**src/sv/ddo_pkg.sv**
```systemverilog
// ----------------------------------------------------------------------------
// ddo_pkg
// Shared types, constants and helper functions for the odometry block.
// ----------------------------------------------------------------------------
package ddo_pkg;

  localparam int CORDIC_STEPS_DEF = 16;
  localparam int TAB_LEN          = 24;
  localparam int TAB_IDX_W        = 5;
  localparam int CW               = 36;   // cordic datapath width
  localparam int DIV_W            = 64;   // divider dividend width

  localparam logic signed [CW-1:0] INV_GAIN_Q30 = 36'sd652032874;

  // configuration register indexes
  localparam logic REG_TICK_TO_RADIAN = 1'b0;
  localparam logic REG_RADIUS         = 1'b1;

  typedef struct packed {
    logic start;
    logic rotate;
  } cordic_ctl_t;

  // arctangent of 2^-i as 32-bit binary angle
  function automatic logic [31:0] atan_of(input logic [TAB_IDX_W-1:0] i);
    logic [31:0] a;
    case (i)
      5'd0:    a = 32'd536870912;
      5'd1:    a = 32'd316933406;
      5'd2:    a = 32'd167458907;
      5'd3:    a = 32'd85004756;
      5'd4:    a = 32'd42667331;
      5'd5:    a = 32'd21354465;
      5'd6:    a = 32'd10679838;
      5'd7:    a = 32'd5340245;
      5'd8:    a = 32'd2670163;
      5'd9:    a = 32'd1335087;
      5'd10:   a = 32'd667544;
      5'd11:   a = 32'd333772;
      5'd12:   a = 32'd166886;
      5'd13:   a = 32'd83443;
      5'd14:   a = 32'd41722;
      5'd15:   a = 32'd20861;
      5'd16:   a = 32'd10430;
      5'd17:   a = 32'd5215;
      5'd18:   a = 32'd2608;
      5'd19:   a = 32'd1304;
      5'd20:   a = 32'd652;
      5'd21:   a = 32'd326;
      5'd22:   a = 32'd163;
      5'd23:   a = 32'd81;
      default: a = 32'd0;
    endcase
    return a;
  endfunction

  function automatic logic signed [31:0] sat32(input logic signed [63:0] v);
    logic signed [31:0] r;
    if (v > 64'sd2147483647) begin
      r = 32'sh7fffffff;
    end else if (v < -64'sd2147483648) begin
      r = 32'sh80000000;
    end else begin
      r = v[31:0];
    end
    return r;
  endfunction

endpackage

```
**src/sv/ddo_div.sv**
```systemverilog
// ----------------------------------------------------------------------------
// ddo_div
// Unsigned restoring divider, two quotient bits per cycle.
// ----------------------------------------------------------------------------
module ddo_div (
  input  logic                      clk,
  input  logic                      rst,
  input  logic                      start,
  input  logic [ddo_pkg::DIV_W-1:0] num,
  input  logic [31:0]               den,
  output logic                      done,
  output logic [ddo_pkg::DIV_W-1:0] quot
);

  localparam int CYCLES = ddo_pkg::DIV_W / 2;
  localparam int CNT_W  = $clog2(CYCLES);

  logic                      busy;
  logic [CNT_W-1:0]          cnt;
  logic [31:0]               rem;
  logic [31:0]               r_t;
  logic [ddo_pkg::DIV_W-1:0] q_t;
  logic [32:0]               r_sh;

  always_comb begin
    r_t  = rem;
    q_t  = quot;
    r_sh = '0;
    for (int k = 0; k < 2; k++) begin
      r_sh = {r_t, q_t[ddo_pkg::DIV_W-1]};
      q_t  = {q_t[ddo_pkg::DIV_W-2:0], 1'b0};
      if (r_sh >= {1'b0, den}) begin
        r_t    = 32'(r_sh - {1'b0, den});
        q_t[0] = 1'b1;
      end else begin
        r_t = r_sh[31:0];
      end
    end
  end

  always_ff @(posedge clk) begin
    if (rst) begin
      busy <= 1'b0;
      done <= 1'b0;
      cnt  <= '0;
    end else begin
      done <= 1'b0;
      if (start) begin
        busy <= 1'b1;
        cnt  <= '0;
        quot <= num;
        rem  <= '0;
      end else if (busy) begin
        quot <= q_t;
        rem  <= r_t;
        cnt  <= cnt + 1'b1;
        if (cnt == CNT_W'(CYCLES - 1)) begin
          busy <= 1'b0;
          done <= 1'b1;
        end
      end
    end
  end

endmodule

```
**config.mk**
```make
export PLATFORM = sky130hd
export DESIGN_NAME = ddo_div
export DESIGN_NICKNAME = d
export VERILOG_FILES = /design/src/sv/ddo_pkg.sv /design/src/sv/ddo_div.sv
export SDC_FILE = /design/constraint.sdc
export NUM_CORES = 1
export LEC_CHECK = 0
export ABC_AREA = 1
export BUFFER_PORTS_ARGS = -buffer_cell sky130_fd_sc_hd__buf_2
export CAP_MARGIN = 10
export CELL_PAD_IN_SITES_DETAIL_PLACEMENT = 0
export CELL_PAD_IN_SITES_GLOBAL_PLACEMENT = 1
export CORE_UTILIZATION = 37
export DETAILED_ROUTE_END_ITERATION = 6
export PLACE_DENSITY = 0.85
export SYNTH_ARGS = -nofsm -noshare
export SYNTH_HDL_FRONTEND = slang
export SYNTH_SLANG_ARGS = --single-unit
```
**constraint.sdc**
```tcl
create_clock -name clk -period 5.6 [get_ports clk]
set_input_delay 0.28 -clock clk [delete_from_list [all_inputs] [get_ports clk]]
set_output_delay 0.28 -clock clk [all_outputs]
set_load 0.01 [all_outputs]
```
=== Word-level counts from Yosys, hierarchy flattened ===
Cells that the tools add are included.
Widths: inputs -> output; s select.

* Bits in registers: 103
* Latch bits: 0
* Bits in writable memories: 0
* ROM bits: 0
* Input port bits: 99
* Output and inout bits: 65
* Logic and storage cells: 28
* Memories: 0

* $add $sub $neg: 3
* Multipliers: 0
* Div/mod/pow operators: 0
* $lt $le $gt $ge: 2
* Eq/ne operators: 1
* Shift operators: 0
* Muxes and demuxes: 11
* Bitwise gates (word level): 2
* Reduce and logical (&&, ||, !) cells: 4

{| class="wikitable"
|+ Operators by type and width
! cell !! number
|-
| $mux 64 || 2
|-
| $mux 32 || 3
|-
| $ge 33x32->1 || 2
|-
| $sub 32x32->32 || 2
|-
| $mux 1 || 6
|-
| $add 5x1->5 const B || 1
|-
| $eq 5x5->1 const B || 1
|-
| $reduce_or 3->1 || 1
|-
| $not 1->1 || 2
|-
| $reduce_and 2->1 || 1
|-
| $reduce_bool 2->1 || 1
|-
| $reduce_or 2->1 || 1
|}

=== Longest topological paths before layout ===
* Word-level depth: 6
* Gate-level depth with buffers: 30
* Mapped depth without buffers: 29

=== Worst setup path after synthesis ===
Ideal clock, no wire load.

* Kind: input port to flip-flop
* Start point: in start
* End point: reg quot[0] (netlist bit) (enable)
* Setup time: 0.585 ns
* Arrival: 5.193 ns
* Data required time: 5.015 ns
* Path slack: -0.178 ns
* Stages on the path: 3
* Path buffers: 1
* Path through: inv_1 -> clkbuf_1 -> a21oi_1

* Word-level cells in the longest chain between the ends: 2

{| class="wikitable"
|+ Ends and longest elaborated chain
! element !! RTL line !! text
|-
| start: declaration || ddo_div.sv:8 || <nowiki>input logic start,</nowiki>
|-
| $reduce_bool 2->1 (no line) || -- ||
|-
| $reduce_and 2->1 (no line) || -- ||
|-
| end signal: assignment || ddo_div.sv:51 || <nowiki>quot <= num;</nowiki>
|-
| end signal: assignment || ddo_div.sv:54 || <nowiki>quot <= q_t;</nowiki>
|-
| end: declaration || ddo_div.sv:12 || <nowiki>output logic [ddo_pkg::DIV_W-1:0] quot</nowiki>
|}

No other way between the ends.
A chain may end at the register's enable or synchronous reset.

=== Worst setup path in the final report ===
* Start point: reg rem[6]
* End point: reg rem[24], data pin

* Word-level cells in the longest chain between the ends: 5
* Elaborated cells between the ends (all ways): 7
* Classes of those cells: add/sub: 2; order compare: 2; mux: 3

{| class="wikitable"
|+ Ends and longest elaborated chain
! element !! RTL line !! text
|-
| start: declaration || ddo_div.sv:20 || <nowiki>logic [31:0] rem;</nowiki>
|-
| start signal: assignment || ddo_div.sv:55 || <nowiki>rem <= r_t;</nowiki>
|-
| $sub 32x32->32 or $ge 33x32->1 (tied branches) || ddo_div.sv:33, ddo_div.sv:32 ||
|-
| $mux 32 * || ddo_div.sv:32 || <nowiki>if (r_sh >= {1'b0, den}) begin</nowiki>
|-
| $sub 32x32->32 or $ge 33x32->1 (tied branches) || ddo_div.sv:33, ddo_div.sv:32 ||
|-
| $mux 32 * || ddo_div.sv:32 ||
|-
| $mux 32 * || ddo_div.sv:53 || <nowiki>end else if (busy) begin</nowiki>
|}

Mark *: on every way between the ends. The rest lies on a longest branch, timed or not. The select of a mux whose other input is x is not followed.

==> impl_results.md <==
* Status: finished, violations left
* Violated checks: DRC
* Max-cap violation count at 0
* Most common cell after layout, fill and taps aside: nand2_1
* Post-CTS Hold Buffers at 0
* Worst-case clock skew at 14.1 ps
* Mapped Cells at 1491
* Vias in the first global route at 9526
* Cell variety after synth at 42
* Initial Utilization at 38.1%
* Routed vias at 9962
* Core ar. at 26300 um^2
* DRC Markers at 1
* CTS sink count at 103
* Layout cell share with drive strength beyond 1 at 16.0%
* Post-DRT Antenna Nets at 0
* Setup Viol. Count Final at 0
* Mean number of vias per cell at 5.05
* Crit path largest cell delay at 470 ps
* Storage cell area at 3020 um^2
* Clk_lat worst skew at 360 ps
* Peak VDD IR at 0.396 mV
* WL/cell at 16.2 um
* Seq/Total Area, Yosys at 30.2%
* Largest net degree at the start of global routing at 69
* Slowest-stage cell, CP: nand3_4
* Setup bufs post-CTS at 0
* Switching power at 0.00448 W
* Pwr Total at 0.00793 W
* Crit path kind: register to register
* HP Class: input pin to register
* Pwr/cell area at 698 nW/um^2
* Min Hold Slack at 180 ps
* Drt pass-1 iters at 7
* Fin cells at 1971
* FMAX at 196 MHz
* Most common cell on crit path: nand2_1
* #FFs+latches synth at 103
* Total GRT Usage at 23.0%
* Comb pwr share at 75.8%
* Root Driver: clkbuf_16
* CTS tree: yes
* Critical path startpoint category: register
* Io pins at 164
* Int Pwr at 0.00345 W
* Min Tclk post-route at 5100 ps
* Leak at 6.17 nW
* Commonest non-fill, non-tap cells in the layout: 616 x nand2_1, 226 x inv_1, 163 x buf_2
* Resize count post-CTS at 0
* Ant. Diodes at 0
* Sequential share of power at 15.7%
* Max-slew violation count at 0
* CP Data Required Time at 5710 ps
* H-tree depth at 3
* Switch share at 56.5%
* Final hold violation count at 0
* Mapped cell area at 10000 um^2
* Unrepaired setup endpoints after global routing: no
* Final WL at 31800 um
* Worst slew pin tran at 1180 ps
* Total die area at 27700 um^2
* Synthesis warning total at 0
* Crit path cell chain: ha_1 > nand2_2 > inv_2 > nand2_1 > nand2_1 > inv_2 > nand3_1 > nand2_2 > nand3_4 > nand2_4 > nand2_4 > nand2_1 > nand2_1 > ha_1 > nand2_1 > nand2_1 > a31oi_1 > o21ai_0 > a21oi_1 > nand2_1 > nand2_1 > nand3_4 > nand3_2 > nand2_1
* Area occupied by multi-input gates at 5860 um^2
* First-pass GRT wire length at 50000 um
* Fin crit share at 91.1%
* CTS Buf Count at 9
* Die extent in y at 167 um
* Clock power share at 8.5%
* Worst Setup End Kind: register
* Worst path arrival time at 5210 ps
* Clk slew on worst S/H paths at 80 ps
* Iter 0 DRT Violations at 742
* Placement Rows at 59
* Area Overhead vs Synth at 13.4%
* Dpl cells at 1955
* Synth Net Count at 1658
* CP Max Fanout at 33
* Synthesized area per cell at 6.72 um^2
* Fillers at 2840
* Overflow after GRT at 0
* Routability cong. at 0.983
* Max-slew headroom at 21.2%
* Final setup TNS at 0 ps
* DIE WIDTH at 167 um
* Longest Clk Path Bufs at 2
* Port-buffer cells at 163
* Nets@finish at 1798
* Initial antenna violation count at 1
* DP Wirelength at 25900 um
==> registers in the layout, summed over array words and instances (netlist names) <==
name / flops
cnt: 5
busy: 1
rem: 32
quot: 64
done: 1
==> power by group through the flow <==
stage	sequential, W	clock [W]	combinational, W
4_1_cts	0.00124	0.000683	0.00592
6_report	0.00124	0.000676	0.00601
2_1_floorplan	0.00123	0	0.00458
3_3_place_gp	0.00125	0	0.00588
5_1_grt	0.00126	0.000711	0.00671
3_5_place_dp	0.00126	0	0.00588
==> worst paths after layout <==
kind	end	from	depth (start not counted)	slack (ps)
setup / recovery	rem[24]	rem[6]	24	500
hold / removal	quot[39]	num[39]	3	180
setup reg to reg	rem[24]	rem[6]	24	500
hold reg to reg	cnt[3]	cnt[3]	1	440
==> per-layer routing <==
layer	track usage (%)	part of all wire [%]
met5	0	0
met4	8.41	3.0
met3	3.73	8.4
met2	37.1	45
met1	31.0	43
==> critical path: cells and delay by family (launching register included) <==
kind	cells	cell delay, ps
DFF	1	430
and+or+nand+nor	17	2890
AOI/OAI and AO/OA	3	600
adders and majority gates	2	790
buffers and inverters	2	110
==> synthesized netlist by cell type <==
master | instances | area, um^2
edfxtp_1 | 96 | 2880
nand3_2 | 41 | 410
nand4_1 | 55 | 344
a31oi_1 | 3 | 18.8
and2_1 | 3 | 18.8
nand3_4 | 2 | 35.0
nand3_1 | 67 | 335
nor2_2 | 7 | 43.8
buf_6 | 7 | 78.8
nor2_1 | 71 | 267
and3_1 | 1 | 6.26
dfxtp_1 | 7 | 140
clkinv_1 | 1 | 3.75
buf_1 | 3 | 11.3
inv_2 | 8 | 30.0
a21boi_0 | 2 | 15.0
buf_8 | 3 | 45.0
xnor2_1 | 16 | 140
nor2_4 | 2 | 22.5
o21bai_1 | 7 | 52.6
buf_4 | 5 | 37.5
nor3_1 | 12 | 60.1
fa_1 | 2 | 40.0
a21o_1 | 8 | 60.1
nor2_8 | 1 | 20.0
nand2_2 | 9 | 56.3
o21a_1 | 5 | 37.5
or2_1 | 1 | 6.26
nor3_2 | 1 | 10.0
o21ai_0 | 23 | 115
nand2_4 | 3 | 33.8
a21oi_2 | 1 | 8.76
clkbuf_1 | 11 | 41.3
ha_1 | 66 | 826
nand2_1 | 616 | 2310
inv_1 | 227 | 852
o21ai_1 | 1 | 5.00
xor2_1 | 25 | 219
nand3b_1 | 3 | 22.5
a21oi_1 | 58 | 290
a21oi_4 | 1 | 16.3
buf_2 | 10 | 50.1
==> per-stage QoR <==
stage	util, %	worst slack (ps)	cell area (um^2)
global placement	42.1	649	11100
finish	43.2	501	11400
detailed placement	42.1	596	11100
global route	43.2	266	11400
floorplan	-	1840	10000
CTS	43.2	637	11400
==> area by class of cell <==
type	instances	area share [%]
Sequential cell	103	26.6
Tap cell	335	3.69
Multi-Input combinational cell	1113	51.6
Inverter	236	7.82
Clock buffer	10	2.02
Clock inverter	6	0.683
Timing Repair Buffer	168	7.62
==> cell families after synthesis <==
kind of cell    Yosys count  synth area share [%]
simple gates            895                  40.0
xor+xnor                 41                  3.58
compound gates          109                  6.18
buf+inv                 275                  11.5
flops                   103                  30.2
fa+ha+maj                68                  8.64
Note: power is estimated with default switching activity, not from simulation.
